### src/hw/rtl/gbs_pkg.sv
// ----------------------------------------------------------------------------
// gbs_pkg: shared types and constants of the grid search stepper
// Grid geometry, cell word layout, codes and the control/status structs.
// ----------------------------------------------------------------------------
package gbs_pkg;

   localparam int ROW_W   = 5;
   localparam int COL_W   = 6;
   localparam int CELL_W  = ROW_W + COL_W;
   localparam int CELLS   = 1 << CELL_W;
   localparam int CNT_W   = CELL_W + 1;
   localparam int WORD_W  = 6;
   localparam int CSR_W   = 6;

   localparam logic [ROW_W-1:0] ROW_MAX = {ROW_W{1'b1}};
   localparam logic [COL_W-1:0] COL_MAX = {COL_W{1'b1}};

   // cell word: obstacle, visited, frontier, parent direction
   localparam int BIT_OBST = 5;
   localparam int BIT_VIS  = 4;
   localparam int BIT_FRO  = 3;

   localparam logic [2:0] DIR_NONE  = 3'd0;
   localparam logic [2:0] DIR_LEFT  = 3'd1;
   localparam logic [2:0] DIR_RIGHT = 3'd2;
   localparam logic [2:0] DIR_UP    = 3'd3;
   localparam logic [2:0] DIR_DOWN  = 3'd4;

   localparam logic [1:0] ACT_TOGGLE = 2'd0;
   localparam logic [1:0] ACT_CLEAR  = 2'd1;
   localparam logic [1:0] ACT_EXPAND = 2'd2;
   localparam logic [1:0] ACT_QUERY  = 2'd3;

   localparam logic [1:0] ST_DONE    = 2'd0;
   localparam logic [1:0] ST_SOLVED  = 2'd1;
   localparam logic [1:0] ST_EMPTY   = 2'd2;

   localparam logic [1:0] CSR_START_ROW = 2'd0;
   localparam logic [1:0] CSR_START_COL = 2'd1;
   localparam logic [1:0] CSR_END_ROW   = 2'd2;
   localparam logic [1:0] CSR_END_COL   = 2'd3;

   typedef enum logic [2:0] {
      SEL_PORT, SEL_REQ, SEL_START, SEL_QDATA, SEL_POP, SEL_NBR, SEL_SWEEP
   } sel_type;

   typedef enum logic [2:0] {
      WR_NONE, WR_TOGGLE, WR_SEED, WR_UNFRONT, WR_VISIT, WR_ZERO
   } wr_type;

   typedef enum logic [1:0] {
      KIND_ZERO, KIND_REQ, KIND_POP
   } kind_type;

   typedef struct packed {
      logic       load_req;
      logic       cell_rd;
      sel_type    sel;
      wr_type     wr;
      logic       cap_req_bits;
      logic       cap_pop_bits;
      logic       wipe;
      logic       seed;
      logic       q_rd;
      logic       pop;
      logic       push_nbr;
      logic       nbr_clr;
      logic       nbr_inc;
      logic       sweep_clr;
      logic       sweep_inc;
      logic       rsp_load;
      kind_type   rsp_kind;
      logic [1:0] rsp_status;
   } cmd_type;

   typedef struct packed {
      logic solved;
      logic seeded;
      logic fill_zero;
      logic sweep_last;
      logic nbr_ok;
      logic nbr_last;
      logic nbr_free;
      logic rsp_busy;
   } stat_type;

endpackage

### src/hw/rtl/gbs_ctrl.sv
// ----------------------------------------------------------------------------
// gbs_ctrl: sequencer of the grid search stepper
// Walks each item through cell and queue memory accesses.
// ----------------------------------------------------------------------------
module gbs_ctrl import gbs_pkg::*; (
   input  logic       clock,
   input  logic       reset,
   input  logic       req_valid,
   input  logic [1:0] req_action,
   output logic       req_stall,
   input  stat_type   stat,
   output cmd_type    cmd
);

   typedef enum logic [3:0] {
      S_INIT, S_IDLE, S_CELL, S_SEED, S_POP_RD, S_POP_Q, S_POP_CELL,
      S_NBR_RD, S_NBR_WR, S_CLR, S_OUT
   } state_type;

   state_type  state_ff, state_in;
   logic [1:0] act_ff, act_in;
   logic [1:0] status_ff, status_in;
   kind_type   kind_ff, kind_in;

   always_comb begin
      state_in  = state_ff;
      act_in    = act_ff;
      status_in = status_ff;
      kind_in   = kind_ff;
      cmd       = '0;
      cmd.sel   = SEL_PORT;
      cmd.wr    = WR_NONE;
      cmd.rsp_kind   = kind_ff;
      cmd.rsp_status = status_ff;
      case (state_ff)
         S_INIT: begin
            cmd.sel = SEL_SWEEP;
            cmd.wr  = WR_ZERO;
            cmd.sweep_inc = 1'b1;
            if (stat.sweep_last) state_in = S_IDLE;
         end
         S_IDLE: begin
            if (req_valid) begin
               cmd.load_req = 1'b1;
               act_in = req_action;
               status_in = ST_DONE;
               case (req_action)
                  ACT_CLEAR: begin
                     cmd.wipe = 1'b1;
                     cmd.sweep_clr = 1'b1;
                     kind_in = KIND_ZERO;
                     state_in = S_CLR;
                  end
                  ACT_EXPAND: begin
                     kind_in = KIND_ZERO;
                     if (stat.solved) begin
                        status_in = ST_SOLVED;
                        state_in = S_OUT;
                     end else if (!stat.seeded) begin
                        cmd.cell_rd = 1'b1;
                        cmd.sel = SEL_START;
                        state_in = S_SEED;
                     end else begin
                        state_in = S_POP_RD;
                     end
                  end
                  default: begin
                     cmd.cell_rd = 1'b1;
                     cmd.sel = SEL_PORT;
                     kind_in = KIND_REQ;
                     state_in = S_CELL;
                  end
               endcase
            end
         end
         S_CELL: begin
            cmd.sel = SEL_REQ;
            cmd.cap_req_bits = 1'b1;
            if (act_ff == ACT_TOGGLE) begin
               if (stat.solved) status_in = ST_SOLVED;
               else cmd.wr = WR_TOGGLE;
            end
            state_in = S_OUT;
         end
         S_SEED: begin
            cmd.sel = SEL_START;
            cmd.wr = WR_SEED;
            cmd.seed = 1'b1;
            state_in = S_POP_RD;
         end
         S_POP_RD: begin
            if (stat.fill_zero) begin
               status_in = ST_EMPTY;
               state_in = S_OUT;
            end else begin
               cmd.q_rd = 1'b1;
               state_in = S_POP_Q;
            end
         end
         S_POP_Q: begin
            cmd.sel = SEL_QDATA;
            cmd.cell_rd = 1'b1;
            cmd.pop = 1'b1;
            state_in = S_POP_CELL;
         end
         S_POP_CELL: begin
            cmd.sel = SEL_POP;
            cmd.wr = WR_UNFRONT;
            cmd.cap_pop_bits = 1'b1;
            cmd.nbr_clr = 1'b1;
            kind_in = KIND_POP;
            state_in = S_NBR_RD;
         end
         S_NBR_RD: begin
            cmd.sel = SEL_NBR;
            if (stat.nbr_ok) begin
               cmd.cell_rd = 1'b1;
               state_in = S_NBR_WR;
            end else if (stat.nbr_last) begin
               state_in = S_OUT;
            end else begin
               cmd.nbr_inc = 1'b1;
            end
         end
         S_NBR_WR: begin
            cmd.sel = SEL_NBR;
            if (stat.nbr_free) begin
               cmd.wr = WR_VISIT;
               cmd.push_nbr = 1'b1;
            end
            cmd.nbr_inc = 1'b1;
            state_in = stat.nbr_last ? S_OUT : S_NBR_RD;
         end
         S_CLR: begin
            cmd.sel = SEL_SWEEP;
            cmd.wr  = WR_ZERO;
            cmd.sweep_inc = 1'b1;
            if (stat.sweep_last) state_in = S_OUT;
         end
         S_OUT: begin
            if (!stat.rsp_busy) begin
               cmd.rsp_load = 1'b1;
               state_in = S_IDLE;
            end
         end
         default: state_in = S_IDLE;
      endcase
   end

   always_ff @(posedge clock) begin
      if (reset) begin
         state_ff  <= S_INIT;
         act_ff    <= ACT_TOGGLE;
         status_ff <= ST_DONE;
         kind_ff   <= KIND_ZERO;
      end else begin
         state_ff  <= state_in;
         act_ff    <= act_in;
         status_ff <= status_in;
         kind_ff   <= kind_in;
      end
   end

   assign req_stall = (state_ff != S_IDLE);

endmodule

### config.mk
export PLATFORM = sky130hd
export DESIGN_NAME = gbs_ctrl
export DESIGN_NICKNAME = d
export VERILOG_FILES = /design/src/hw/rtl/gbs_pkg.sv /design/src/hw/rtl/gbs_ctrl.sv
export SDC_FILE = /design/constraint.sdc
export NUM_CORES = 1
export LEC_CHECK = 0
export BUFFER_PORTS_ARGS = -buffer_cell sky130_fd_sc_hd__clkbuf_2
export CAP_MARGIN = 40
export CELL_PAD_IN_SITES_DETAIL_PLACEMENT = 1
export CELL_PAD_IN_SITES_GLOBAL_PLACEMENT = 1
export CORE_MARGIN = 5
export CORE_UTILIZATION = 38
export DETAILED_ROUTE_END_ITERATION = 7
export PLACE_DENSITY = 0.86
export REMOVE_ABC_BUFFERS = 1
export SLEW_MARGIN = 20
export SYNTH_ARGS = -nofsm -noshare
export SYNTH_HDL_FRONTEND = slang
export SYNTH_SLANG_ARGS = --single-unit
### constraint.sdc
create_clock -name clock -period 3 [get_ports clock]
set_input_delay 0.3 -clock clock [delete_from_list [all_inputs] [get_ports clock]]
set_output_delay 0.3 -clock clock [all_outputs]
set_load 0.1 [all_outputs]
==> impl_metrics.toml, run 1 <==
[outcome]
status = "complete, no violations"

[routing]
dr_total_vias = 1172
routed_wl_um = 3526
first_pass_iters = 4
viasPerCell = 5.773
wl_per_cell_um = 17.37
drt-initial-drc-count = 56
ant_nets = 0
drc = 0

[yosys]
synth_enable_flop_cells = 0
ys_top_cells_by_area = "dfxtp_1 (18%), a21oi_1 (5.1%), nor3_1 (4.1%), nor4b_2 (4.1%), nand2b_1 (4.0%)"
ys_top_cells_by_count = "a21oi_1 (11), dfxtp_1 (10), nand2_1 (9), nor2_1 (9), nor3_1 (9)"
yosys_warnings = 0
synth_cells = 140
synth_top_area_share = 0.1839
yosysSeqAreaShare = 0.1839
synth_top_area_cell = "dfxtp_1"
synth_compound_area_frac = 0.2621
avgSynthCellArea_sq_um = 7.775
synth-seq-cells = 10
synth_xor_area_frac = 0
yosys.area_share.simple = 0.3977
synth_top_family_by_area = "simple AND/OR/NAND/NOR gates"
synth_most_common_cell = "a21oi_1"
syn-cell-area_sq_um = 1089
synthMuxAreaShare = 0.02299
synth_cell_types = 52
synth_ff_type = "dfxtp_1"
synthAdderAreaFrac = 0.03448
async_flop_share = 0

[global_routing]
grt_pass1_wl_um = 6023
gr-usage-all-layers = 0.1799
grt-ovfl-total = 0
grt_max_degree = 19
antenna_found_initial = 0
first_global_vias = 1262

[clocking]
post_cts_buffers = 0
clockBufferDepth = 2
cts_tree = "done"
post_cts_resized = 0
cts_hold_buffers = 0
root_buffer = "clkbuf_4"
clkTransAtPathRegs_ps = 60
clk_latency_ps = 260
numCtsBuffers = 3
h-tree-depth = 1
numClockSinks = 10

[job]
cap_violations = 0

[finish]
antenna_cells = 0
drive_gt1_frac = 0.3430
area_delta_synth_final_pct = 18.28
fin_nets = 190

[sta]
drv_slew = 0
finalClockSkew_ps = 1.225
rsz0062_at_grt = "false"
hold_viol = 0
setup-tns-final_ps = 0
fin_crit_ps = 2686
period_share = 0.8954
fmax_mhz = 372.3
setup_viol = 0
maxSlewHeadroom = 0.4921
tightest_slew_ps = 760.2

[die]
fp.coreArea_sq_um = 2758
dieHeight_um = 63.52
ios = 38
dieArea_sq_um = 4035
fp.dieW_um = 63.52
num_rows = 19
start_util = 0.3947

[setup_path]
cp_max_fo = 11
crit_path_top_delay_cell = "nor3b_1"
critPathRequiredTime_ps = 2700
cp_cell_sequence = "nand2b_1 > nor3b_1 > or2_2 > clkbuf_2"
crit_path_max_incr_delay_ps = 660
start_kind = "flop"
arrival_ps = 2390
end_kind = "output port"
worstSetupPathType = "reg2out"

[power_and_ir_drop]
p_leak_uw = 0.0005905
power.density_nw_per_um2 = 351.5
ir_drop_uv = 330.5
power.total_uw = 452.6

[place]
place.gp.congestion = 0.8115
dpl.hpwl_um = 2827
portBuffers = 37

[min_path]
hp-class = "in2reg"
## final cells by class
cell class                 instances  area, sq um
multi-input combinational        110        780.7
fill                             366         1470
tap                               31        38.79
sequential                        10        200.2
timing repair buffer              41        215.2
inverter                           8        30.03
clock buffer                       3        22.52
## cell families (layout without fill, tap and decap cells)
| kind of cell | after synthesis | in the layout |
|---|---|---|
| and+or+nand+nor | 67 | 67 |
| AOI/OAI and AO/OA | 38 | 38 |
| buffers and inverters | 20 | 52 |
| DFF | 10 | 10 |
| adders and majority gates | 3 | 3 |
| muxes | 2 | 2 |
## routing by layer
metal,share of wire,vias up,GRT usage
met3,0.047,2,0.04440
met2,0.49,29,0.3211
li1,-,574,-
met5,0,-,0
met1,0.46,567,0.2225
met4,0.0020,0,0.01818
## where the power goes
part / switching (uW) / total, uW / leakage, uW / internal [uW]
combinational: 167 / 218 / 0.000496 / 50.2
clock: 44.2 / 90.6 / 0.0000138 / 46.3
sequential: 7.56 / 144 / 0.0000811 / 137
## final timing paths
| path | from | slack (ps) | end | cells after the start |
|---|---|---|---|---|
| min | req_action[1] | 320 | act_ff[1]$_SDFFE_PP0P_ | 3 |
| min reg2reg | status_ff[1]$_SDFFE_PP0P_ | 470 | status_ff[1]$_SDFFE_PP0P_ | 2 |
| max | state_ff[1]$_SDFFE_PP0P_ | 310 | cmd[17] | 4 |
| max reg2reg | state_ff[2]$_SDFFE_PP0P_ | 910 | state_ff[3]$_SDFFE_PP0P_ | 5 |
## per-stage QoR
step | utilization | cell area (sq um) | worst slack [ps] | hold slack [ps] | std cells
after floorplan | - | 1011 | -3631 | 367.9 | 128
after global placement | 0.4587 | 1265 | 708.7 | 458.9 | 200
after detailed placement | 0.4587 | 1265 | 616.2 | 460.7 | 200
after CTS | 0.4669 | 1287 | 310.6 | 320.6 | 203
after global routing | 0.4669 | 1287 | 152.5 | 335.1 | 203
final | 0.4669 | 1287 | 313.7 | 321.7 | 203
## state kept, by name, indices dropped and copies added, names as in the netlist
| name | flops |
|---|---|
| act_ff | 2 |
| kind_ff | 2 |
| state_ff | 4 |
| status_ff | 2 |
## critical path: cells and delay by family (launching register included)
kind | cells | cell delay [ps]
buffers and inverters | 1 | 450
DFF | 1 | 600
and+or+nand+nor | 3 | 1070
## cells in the final DEF, fill, tap and decap left out, drive strengths merged, types with 5 or more instances in the layout
master,netlist,routed
nor3,9,9
o21ai,7,7
a21oi,11,11
nor2,9,9
nand3,5,5
dfxtp,10,10
nand2b,7,7
nand2,10,10
clkbuf,1,40
inv,8,8
(Power assumes the default switching activity.)
==> inputs of run 2 (changes only) <==
--- a/config.mk
+++ b/config.mk
@@ -5,14 +5,16 @@
 export SDC_FILE = /design/constraint.sdc
 export NUM_CORES = 1
 export LEC_CHECK = 0
+export ABC_AREA = 1
 export BUFFER_PORTS_ARGS = -buffer_cell sky130_fd_sc_hd__clkbuf_2
 export CAP_MARGIN = 40
 export CELL_PAD_IN_SITES_DETAIL_PLACEMENT = 1
 export CELL_PAD_IN_SITES_GLOBAL_PLACEMENT = 1
 export CORE_MARGIN = 5
-export CORE_UTILIZATION = 38
+export CORE_UTILIZATION = 32
+export CTS_CLUSTER_SIZE = 14
 export DETAILED_ROUTE_END_ITERATION = 7
-export PLACE_DENSITY = 0.86
+export PLACE_DENSITY = 0.84
 export REMOVE_ABC_BUFFERS = 1
 export SLEW_MARGIN = 20
 export SYNTH_ARGS = -nofsm -noshare
==> run 2 against run 1 <==
Net effect: non-clock buffer count is 4 lower; global-route usage is 0.76 points lower; die area is 1.4% lower; clock skew is 1.5 ps higher; register-to-register slack better by 480 ps; clock-buffer cell count is 1 higher; flip-flop and latch count stayed put; hold slack worse by 59 ps; maximum frequency is 13% higher; core utilization is 5.0 points lower; cell area is 12% lower; critical path type unchanged; largest cell class unchanged.
==> impl_metrics.toml, run 2 <==
[finish]
most-common-layout-cells = "nand2_1 (47), clkbuf_2 (37), inv_1 (27)"
postLayoutCoreUtil = 0.4165
top_register = "state_ff"
fin_nets = 219
largest_register_ff_count = 4
nFillCells = 400
layout_commonest_cell = "nand2_1"
drive_gt1_frac = 0.2376
antenna_cells = 0
area_delta_synth_final_pct = 26.39
fin_area_sq_um = 1139

[setup_path]
cp_max_fo = 8
cp_cell_sequence = "inv_1 > nor2_2 > nand3_1 > o221ai_1 > clkbuf_2"
critPathBufInv = 2
start_kind = "flop"
crit_path_top_delay_cell = "clkbuf_2"
end_kind = "output port"
arrival_ps = 2080
crit_path_max_incr_delay_ps = 500
worstSetupPathType = "reg2out"
critPathTopFamily = "buffers and inverters"
critPathRequiredTime_ps = 2700

[sta]
maxSlewHeadroom = 0.6353
fmax_mhz = 419.3
fin_crit_ps = 2385
hold_viol = 0
setup_viol = 0
finalClockSkew_ps = 2.707
rsz0062_at_grt = "false"
tightest_slew_ps = 549.3
drv_slew = 0
setup-tns-final_ps = 0
period_share = 0.7949

[yosys]
synth_cell_types = 19
yosys.area_share.simple = 0.4819
synthMuxAreaShare = 0
synth_cells = 164
synth_top_family_by_area = "simple AND/OR/NAND/NOR gates"
synthAdderAreaFrac = 0.04167
synth_enable_flop_cells = 0
synth_compound_area_frac = 0.1125
synth_most_common_cell = "nand2_1"
syn-cell-area_sq_um = 900.9
synth_top_area_cell = "dfxtp_1"
synth-seq-cells = 10
yosysSeqAreaShare = 0.2222
synth_top_area_share = 0.2222
yosys_warnings = 0
synth_xor_area_frac = 0
ys_top_cells_by_count = "nand2_1 (47), inv_1 (27), nand3_1 (23)"
avgSynthCellArea_sq_um = 5.493
async_flop_share = 0
ys_top_cells_by_area = "dfxtp_1 (22%), nand2_1 (20%), nand3_1 (13%), inv_1 (11%), nor2_1 (9.2%)"
synth_ff_type = "dfxtp_1"

[place]
portBuffers = 37
post_dp_cell_area_sq_um = 1102
place.gp.congestion = 0.9019
dpl.hpwl_um = 2860

[die]
fp.dieW_um = 63.06
num_rows = 19
dieArea_sq_um = 3977
ios = 38
dieHeight_um = 63.06
fp.coreArea_sq_um = 2734
start_util = 0.3295

[clocking]
post_cts_buffers = 0
post_cts_resized = 0
clk_latency_ps = 280
cts_hold_buffers = 0
root_buffer = "clkbuf_4"
clkTransAtPathRegs_ps = 70
numClockSinks = 10
h-tree-depth = 1
clockBufferDepth = 2
cts_tree = "done"
numCtsBuffers = 3

[job]
cap_violations = 0

[routing]
ant_nets = 0
wl_per_cell_um = 14.45
drt-initial-drc-count = 35
first_pass_iters = 4
drc = 0
dr_total_vias = 1200
routed_wl_um = 3366
viasPerCell = 5.150

[outcome]
status = "complete, no violations"

[global_routing]
grt_pass1_wl_um = 5540
gr-usage-all-layers = 0.1722
antenna_found_initial = 0
grt_max_degree = 9
first_global_vias = 1229
grt-ovfl-total = 0

[min_path]
hp-class = "in2reg"
==> run 2: layer usage <==
| metal | global-route usage | share of wire | vias up |
|---|---|---|---|
| li1 | - | - | 590 |
| met1 | 0.2000 | 0.41 | 556 |
| met2 | 0.3038 | 0.50 | 45 |
| met3 | 0.01954 | 0.055 | 9 |
| met4 | 0.09284 | 0.032 | 0 |
| met5 | 0 | 0 | - |
==> run 2: area by class of cell <==
type	instances	area (sq um)	area share
Multi-Input combinational cell	123	573.1	0.5033
Sequential cell	10	200.2	0.1758
Timing Repair Buffer	37	185.2	0.1626
Inverter	28	105.1	0.09231
Tap cell	31	38.79	0.03407
Clock buffer	4	36.28	0.03187
==> run 2: worst register-to-register path: stages, from the launching register on <==
cell and delay [ps]:
dfxtp_1 370, nor2_1 440, nand2_1 240, nand2_1 120, nand2_1 80, nand3_1 110, nand2_1 70, a21oi_1 120
==> run 2: path summary, 6_finish.rpt <==
| path | slack, ps | cells past startpoint | from | endpoint |
|---|---|---|---|---|
| worst max-delay path | 620 | 5 | state_ff[0]$_SDFFE_PP0P_ | cmd[22] |
| worst min-delay path | 260 | 2 | reset | state_ff[3]$_SDFFE_PP0P_ |
| worst max register to register | 1390 | 7 | state_ff[1]$_SDFFE_PP0P_ | state_ff[2]$_SDFFE_PP0P_ |
| worst min register to register | 460 | 2 | act_ff[0]$_SDFFE_PP0P_ | act_ff[0]$_SDFFE_PP0P_ |
==> run 2: cell families (layout without fill, tap and decap cells) <==
family	after synthesis	count (layout)
AOI/OAI and AO/OA	19	19
adders and majority gates	3	3
buffers and inverters	31	69
DFF	10	10
and+or+nand+nor	101	101
==> run 2: through the flow <==
stage / cells / setup slack (ps) / hold slack (ps)
final: 233 / 615.3 / 263.2
after global routing: 233 / 410.9 / 268.6
after CTS: 233 / 631.8 / 258.5
after detailed placement: 229 / 926.5 / 455.0
after global placement: 229 / 993.2 / 443.9
after floorplan: 161 / -1500 / 369.1
Power of run 2 is not shown: default switching activity piles up to over one toggle a cycle in this logic, so the estimate is an artifact.
==> inputs of run 3 (changes only) <==
--- a/config.mk
+++ b/config.mk
@@ -5,7 +5,7 @@
 export SDC_FILE = /design/constraint.sdc
 export NUM_CORES = 1
 export LEC_CHECK = 0
-export ABC_AREA = 1
+export ABC_AREA = 0
 export BUFFER_PORTS_ARGS = -buffer_cell sky130_fd_sc_hd__clkbuf_2
 export CAP_MARGIN = 40
 export CELL_PAD_IN_SITES_DETAIL_PLACEMENT = 1
@@ -14,7 +14,7 @@
 export CORE_UTILIZATION = 32
 export CTS_CLUSTER_SIZE = 14
 export DETAILED_ROUTE_END_ITERATION = 7
-export PLACE_DENSITY = 0.84
+export PLACE_DENSITY = 0.77
 export REMOVE_ABC_BUFFERS = 1
 export SLEW_MARGIN = 20
 export SYNTH_ARGS = -nofsm -noshare
==> constraint.sdc (replaced) <==
create_clock -name clock -period 2 [get_ports clock]
set_input_delay 0.2 -clock clock [delete_from_list [all_inputs] [get_ports clock]]
set_output_delay 0.2 -clock clock [all_outputs]
set_load 0.1 [all_outputs]
==> run 3 against run 2 <==
Net effect: flip-flop and latch count did not move; clock skew rose by 6.3 ps; non-clock buffer count rose by 15; via count rose by 5.1%.
==> impl_metrics.toml, run 3 (synthesis gave the netlist of run 1 again) <==
[outcome]
status = "complete, no violations"

[power_and_ir_drop]
seq_power_share = 0.263
switching_share = 0.4452
p_int_uw = 454.6
power.total_uw = 819.3
switching_power_uw = 364.8
p_leak_uw = 0.0007462
combPwrFrac = 0.496
ir_drop_uv = 417.6
clkPwrFrac = 0.240
power.density_nw_per_um2 = 468.1

[setup_path]
start_kind = "flop"
regToRegEndpoint = "state_ff[3]$_SDFFE_PP0P_"
cpMostUsedCell = "buf_4"
reg2reg_depth = 7
rrSetupSlack_ps = 190
critPathRequiredTime_ps = 1800
cp_cell_sequence = "buf_4 > nor4b_4 > buf_4 > a21oi_1 > nand2_1 > buf_12"
worstSetupPathType = "reg2out"
cp_max_fo = 7
end_kind = "output port"
critPathBufInv = 3
crit_path_top_delay_cell = "dfxtp_2"
critPathTopFamily = "buffers and inverters"
arrival_ps = 1760
crit_path_max_incr_delay_ps = 370
critPathLaunch = "state_ff[2]$_SDFFE_PP0P_"
r2r_start = "state_ff[2]$_SDFFE_PP0P_"

[clocking]
clockBufferDepth = 2
cts_tree = "done"
clk_latency_ps = 280
numClockSinks = 10
h-tree-depth = 1
cts_hold_buffers = 0
numCtsBuffers = 3
clkTransAtPathRegs_ps = 80
root_buffer = "clkbuf_4"

[routing]
first_pass_iters = 4
viasPerCell = 5.483
drt-initial-drc-count = 70
routed_wl_um = 4127
ant_nets = 0
wl_per_cell_um = 17.94
drc = 0
dr_total_vias = 1261

[global_routing]
gr-usage-all-layers = 0.1843
antenna_found_initial = 0
grt-ovfl-total = 0
grt_max_degree = 16
first_global_vias = 1309
grt_pass1_wl_um = 6410

[finish]
area_delta_synth_final_pct = 60.80
antenna_cells = 0
drive_gt1_frac = 0.4348
fin_area_sq_um = 1750
most-common-layout-cells = "buf_12 (20), clkbuf_2 (17), buf_4 (13)"
fin_nets = 201
largest_register_ff_count = 4
layout_commonest_cell = "buf_12"
top_register = "state_ff"
nFillCells = 407

[sta]
fin_crit_ps = 1961
worst_slack_ps = 39.36
tightest_slew_ps = 544.2
finalClockSkew_ps = 8.981
drv_slew = 0
maxSlewHeadroom = 0.6388
setup-tns-final_ps = 0
hold_viol = 0
setup_viol = 0
period_share = 0.9803
fmax_mhz = 510.0
timing.hold.ws_ps = 206.7

[die]
dieArea_sq_um = 4668
dieHeight_um = 68.33
fp.coreArea_sq_um = 3311
fp.dieW_um = 68.33
num_rows = 21
start_util = 0.3288
ios = 38

[min_path]
hp-class = "in2reg"
hold_depth = 3
holdPathEnd = "act_ff[1]$_SDFFE_PP0P_"
hp-start = "req_action[1]"

[place]
dpl.hpwl_um = 3263
pre_cts_slack_ps = 75.84
post_dp_cell_area_sq_um = 1652
place.gp.congestion = 0.9548
portBuffers = 37

[job]
cap_violations = 0
run 3: what timing repair did:
action                                  in CTS  in global routing
endpoints found under the setup margin      12                  6
setup buffers                                2                  0
gates resized for setup                      8                  7
run 3: stage by stage:
stage                     utilization  instances
after detailed placement       0.4989        224
after global routing           0.5287        230
after floorplan                     -        128
final                          0.5287        230
after CTS                      0.5223        230
after global placement         0.4989        224
run 3: area by class of cell:
type / count / area, sq um / area share
multi-input combinational: 110 / 804.5 / 0.4596
sequential: 10 / 212.7 / 0.1215
tap: 46 / 57.56 / 0.03288
timing repair buffer: 52 / 605.6 / 0.3460
inverter: 8 / 33.78 / 0.01930
clock buffer: 4 / 36.28 / 0.02073
run 3: worst reg2reg max path, delay by kind of cell (launching register included):
| kind | cells | cell delay (ps) |
|---|---|---|
| buffers and inverters | 3 | 410 |
| AO/OA/AOI/OAI | 2 | 300 |
| AND/OR/NAND/NOR | 2 | 650 |
| flip-flops | 1 | 370 |
run 3: power groups by stage:
| stage | combinational (uW) | clock (uW) | sequential [uW] |
|---|---|---|---|
| 2_1_floorplan | 234 | 0 | 235 |
| 3_3_place_gp | 385 | 0 | 220 |
| 3_5_place_dp | 396 | 0 | 221 |
| 4_1_cts | 405 | 198 | 216 |
| 5_1_grt | 425 | 208 | 217 |
| 6_report | 407 | 197 | 216 |
run 3: worst max path at each step:
stage               endpoint  slack [ps]  cells past startpoint
finish               cmd[16]          40                      6
detailed placement   cmd[16]          80                      6
global route         cmd[18]          -3                      6
global placement     cmd[16]         130                      6
floorplan            cmd[17]       -4530                      3
CTS                   cmd[7]          20                      4
run 3: per-layer routing:
layer,wire (um),share of wire,global-route usage
met1,1804,0.44,0.2256
met2,2079,0.50,0.3225
met3,214,0.052,0.04598
met4,29,0.0070,0.03970
met5,0,0,0
